<file path="config.mk">
export PLATFORM = sky130hd
export DESIGN_NAME = fbc_plane_store
export DESIGN_NICKNAME = d
export VERILOG_FILES = /design/src/frustum_box_cull_assert.svh /design/src/fbc_pkg.sv /design/src/fbc_plane_store.sv
export SDC_FILE = /design/constraint.sdc
export NUM_CORES = 1
export LEC_CHECK = 0
export BUFFER_PORTS_ARGS = -buffer_cell sky130_fd_sc_hd__buf_2
export CAP_MARGIN = 20
export CORE_AREA = 4 4 357 359
export DETAILED_ROUTE_END_ITERATION = 10
export DIE_AREA = 0 0 361 363
export SYNTH_ARGS = -nofsm -noshare
export SYNTH_HDL_FRONTEND = slang
export SYNTH_SLANG_ARGS = --single-unit
</file>
<file path="constraint.sdc">
create_clock -name clk -period 1.7 [get_ports clk]
set_input_delay 0.255 -clock clk [delete_from_list [all_inputs] [get_ports clk]]
set_output_delay 0.255 -clock clk [all_outputs]
set_load 0.02 [all_outputs]
</file>
<file path="src/frustum_box_cull_assert.svh">
// assertion macros shared by the frustum cull rtl
`ifndef FRUSTUM_BOX_CULL_ASSERT_SVH
`define FRUSTUM_BOX_CULL_ASSERT_SVH

`ifndef ASSERT_OFF
// same-cycle implication
`define FBC_ASSERT_NOW(label, clk, rst_n, cond, expr) \
	label: assert property (@(posedge clk) disable iff (!rst_n) (cond) |-> (expr)) \
		else $error("assertion failed");
// implication checked in the following cycle
`define FBC_ASSERT_NEXT(label, clk, rst_n, cond, expr) \
	label: assert property (@(posedge clk) disable iff (!rst_n) (cond) |=> (expr)) \
		else $error("assertion failed");
`else
`define FBC_ASSERT_NOW(label, clk, rst_n, cond, expr)
`define FBC_ASSERT_NEXT(label, clk, rst_n, cond, expr)
`endif

`endif

</file>
<file path="src/fbc_pkg.sv">
`default_nettype none

package fbc_pkg;

	localparam int FRAC_BITS  = 16;
	localparam int DATA_W     = 32;
	localparam int COEF_W     = DATA_W + 1;
	localparam int PROD_W     = COEF_W + DATA_W;
	localparam int WTERM_W    = COEF_W + FRAC_BITS;
	// three products plus the shifted w term, two bits of growth
	localparam int SUM_W      = ((PROD_W > WTERM_W) ? PROD_W : WTERM_W) + 2;
	localparam int NUM_PLANES = 6;
	localparam int NUM_COEFS  = 4;

	localparam int PL_LEFT   = 0;
	localparam int PL_RIGHT  = 1;
	localparam int PL_TOP    = 2;
	localparam int PL_BOTTOM = 3;
	localparam int PL_NEAR   = 4;
	localparam int PL_FAR    = 5;

	localparam int CO_X = 0;
	localparam int CO_Y = 1;
	localparam int CO_Z = 2;
	localparam int CO_W = 3;

	localparam logic ACT_LOAD = 1'b0;
	localparam logic ACT_TEST = 1'b1;

	// operands of one plane for the multiply stage
	typedef struct packed {
		logic signed [COEF_W-1:0] cx;
		logic signed [COEF_W-1:0] cy;
		logic signed [COEF_W-1:0] cz;
		logic signed [COEF_W-1:0] cw;
		logic signed [DATA_W-1:0] vx;
		logic signed [DATA_W-1:0] vy;
		logic signed [DATA_W-1:0] vz;
	} plane_ops_t;

	// one matrix row written into the plane store
	typedef struct packed {
		logic                     wr_en;
		logic [1:0]               row;
		logic signed [DATA_W-1:0] c1;
		logic signed [DATA_W-1:0] c2;
		logic signed [DATA_W-1:0] c3;
		logic signed [DATA_W-1:0] c4;
	} row_wr_t;

endpackage

`default_nettype wire

</file>
<file path="src/fbc_plane_store.sv">
`default_nettype none

module fbc_plane_store (
	input  wire logic                             clk,
	input  wire logic                             arst_n,
	input  wire fbc_pkg::row_wr_t                 wr,
	output logic signed [fbc_pkg::COEF_W-1:0]     coef [fbc_pkg::NUM_PLANES][fbc_pkg::NUM_COEFS]
);
	import fbc_pkg::*;

	logic signed [COEF_W-1:0] coef_q [NUM_PLANES][NUM_COEFS];
	logic signed [COEF_W-1:0] e1, e2, e3, e4;

	assign e1 = COEF_W'(wr.c1);
	assign e2 = COEF_W'(wr.c2);
	assign e3 = COEF_W'(wr.c3);
	assign e4 = COEF_W'(wr.c4);

	always_ff @(posedge clk or negedge arst_n) begin
		if (!arst_n) begin
			for (int p = 0; p < NUM_PLANES; p++) begin
				for (int k = 0; k < NUM_COEFS; k++) begin
					coef_q[p][k] <= '0;
				end
			end
		end else if (wr.wr_en) begin
			// one row gives the same coefficient of every plane
			coef_q[PL_LEFT][wr.row]   <= e4 + e1;
			coef_q[PL_RIGHT][wr.row]  <= e4 - e1;
			coef_q[PL_TOP][wr.row]    <= e4 - e2;
			coef_q[PL_BOTTOM][wr.row] <= e4 + e2;
			coef_q[PL_NEAR][wr.row]   <= e3;
			coef_q[PL_FAR][wr.row]    <= e4 - e3;
		end
	end

	assign coef = coef_q;

endmodule

`default_nettype wire

</file>
==> results.ini <==
[floorplan]
die-area_um2 = 131000
core_um2 = 124000
io_pins = 925
die_w_um = 361
start_util_pct = 30.4
die_y_um = 363
core.rowCount = 129

[sta]
fmax_mhz = 454
hold_ws_ns = 0.0627
fin_crit_ns = 2.20
slew_headroom_pct = 57.0
setup_violations = 481
finClkSkew_ns = 0
final_hold_viol_count = 0
worstMarginPinSlew_ns = 0.640
rsz0062_at_grt = yes
fin_ws_ns = -0.501
timing.final.crit_share_pct = 129
maxSlewViolCount = 0

[detailed_routing]
wl_per_cell_um = 24.4
drt_iter0_drc = 3175
drc_errors = 0
vias = 38700
wirelength_um = 187000
dr.pass1.iters = 8
final_antenna_net_count = 0
via_per_inst = 5.04

[worst_hold_path]
worstHoldPathType = primary input to flip-flop

[setup_path]
crit_path_end_kind = flip-flop
required_ns = 2.30
crit_path_max_incr_delay_ns = 0.36
slowest_stage = fa_2
timing.critical_path.buf_inv = 3
cp-start-kind = primary input
cp_max_fo = 4
path_class = primary input to flip-flop
crit_family = compound AO/OA/AOI/OAI gates
cp.arrival_ns = 2.80
path_cells = buf_12 -> buf_8 -> ha_4 -> fa_2 -> nor2b_4 -> o211ai_1 -> nand3_2 -> buf_6 -> a211oi_4 -> a21oi_2 -> a31oi_2 -> xnor2_2 -> o21ai_1

[global_routing]
grt_pass1_wl_um = 265000
grt_overflow = 0
grt_usage_pct = 27.4
grt_pass1_vias = 38000
grt_antenna_before_repair = 42
grt_max_degree = 97

[power_and_ir_drop]
ir_worst_vdd_v = 0.00101
total_power_w = 0.0744
power.leakage_nw = 30.2
power_density_nw_per_um2 = 1220

[finish]
seqCellArea_um2 = 19500
largest_register_ffs = 780
layout-drive-gt1-share_pct = 47.2
fin_nets = 6251
area_growth_pct = 62.5
multi_input_area_um2 = 21000
num-fill-cells = 11400

[logic_synthesis]
synth_nets = 4431
yosys_most_used_dff = dfrtp_1
synth_edf_count = 0
yosysWarnings = 0
async_reset_ff_share_pct = 100
yosysMostFrequentCell = nand2_1
netlist_instances = 4133
synthTopCellsByCount = nand2_1, dfrtp_1, o21ai_0, clkbuf_1, a21oi_1
synth_largest_area_cell = dfrtp_1
ys_ff_latch = 780
synth_cell_types = 89
synth_area_um2 = 37700
yosysTopAreaCellShare_pct = 51.8
synth_top_cells_by_area = dfrtp_1, nand2_1, o21ai_0, ha_1, xnor2_1
ys_seq_area_share_pct = 51.8
syn_area_per_cell_um2 = 9.11

[clocking]
clk_latency_ns = 0.73
cts_tree = yes
htreeDepth = 3
clockBufferDepth = 3
root_buffer = clkbuf_16
cts_sinks = 780
numCtsBuffers = 86
clk_pin_slew_ns = 0.06

[placement]
hpwl_um = 148000
io_buffers = 924
place.gp.congestion = 0.970

[outcome]
failed_checks = setup timing
outcome = finished, violations left

[job]
cap_violations = 0

==> per-layer routing <==
| metal | GRT usage (%) | routed length, µm | up-vias |
|---|---|---|---|
| met3 | 6.74 | 14100 | 348 |
| met4 | 11.7 | 9060 | 14 |
| met5 | 0 | 90 | - |
| met1 | 34.8 | 76900 | 19000 |
| met2 | 44.8 | 87000 | 1381 |
| li1 | - | - | 17900 |
==> power by group <==
part	switching (W)	internal, W
logic	0.0182	0.0109
registers	0.00254	0.0228
clock network	0.00865	0.0114
==> placed cells by master (no fill, tap or decap), types with 18 or more instances in the layout <==
cell	n
a21o_1	44
a21oi_1	115
a21oi_2	50
a21oi_4	22
a31oi_1	18
buf_12	94
buf_2	882
buf_4	834
buf_6	134
clkbuf_16	86
dfrtp_1	771
diode_2	21
dlygate4sd3_1	30
ha_1	98
ha_4	54
inv_1	106
inv_2	28
mux2i_1	28
nand2_1	871
nand2b_1	19
nand3_1	54
nand4_1	32
nor2_1	142
nor3_1	48
nor4_1	25
o21ai_0	340
o21ai_1	188
o21ai_2	241
o21bai_1	22
o31ai_1	19
xnor2_1	38
xnor2_2	36
xnor2_4	31
xor2_1	18
==> timing repair <==
| item | CTS | global route |
|---|---|---|
| endpoints found under the hold margin | 891 | 0 |
| gates cloned | 1 | 0 |
| setup buffers | 88 | 59 |
| hold buffers | 30 | 0 |
| pin swaps | 162 | 241 |
| gates resized for setup | 397 | 633 |
| setup endpoints to repair | 525 | 526 |
==> layout make-up <==
class                      instances  share of cell area [%]
antenna                           21                  0.0859
clock buffer                     115                    3.93
clock inverter                    44                    1.04
inverter                         167                    1.33
multi-input combinational       2922                    34.4
sequential                       780                    31.9
tap                             1637                    3.35
timing repair buffer            1996                    24.0
==> worst paths after layout <==
path / from / depth (start not counted) / to / slack [ns]
setup / recovery: wr[0] / 13 / coef[789]$_DFFE_PN0P_ / -0.50
hold / removal: wr[37] / 4 / coef[137]$_DFFE_PN0P_ / 0.06
setup reg to reg: coef[688]$_DFFE_PN0P_ / 2 / coef[688]$_DFFE_PN0P_ / 0.87
hold reg to reg: coef[493]$_DFFE_PN0P_ / 2 / coef[493]$_DFFE_PN0P_ / 0.47
max in group asynchronous: arst_n / 4 / coef[276]$_DFFE_PN0P_ / 0.84
min in group asynchronous: arst_n / 3 / coef[727]$_DFFE_PN0P_ / 0.12
==> worst register-to-register path: stages, from the launching register on <==
cell	delay, ns
dfrtp_1	0.38
a211oi_1	0.25
nand2_1	0.09
==> metrics by stage <==
stage          setup WS (ns)  cells  util (%)  cell area (µm²)  setup TNS [ns]
2_1_floorplan         -0.701   4133         -            39500         -175.43
3_3_place_gp           -1.48   7374      42.8            53000         -602.54
3_5_place_dp           -1.53   7374      42.8            53000         -620.01
4_1_cts               -0.428   7635      47.4            58600          -82.31
5_1_grt               -0.592   7674      49.4            61200         -143.43
6_report              -0.501   7682      49.4            61200         -121.64
==> cells by family (layout without fill, tap and decap cells) <==
group	Yosys count	in the layout	synth area share (%)
compound gates	1238	1238	18.9
xor+xnor	134	134	3.12
fa+ha+maj	165	165	5.58
buf+inv	431	2322	4.49
flops	780	780	51.8
mux	33	33	0.891
other cells	0	21	0
simple gates	1352	1352	15.2
Power figures use the tool's default switching activity.
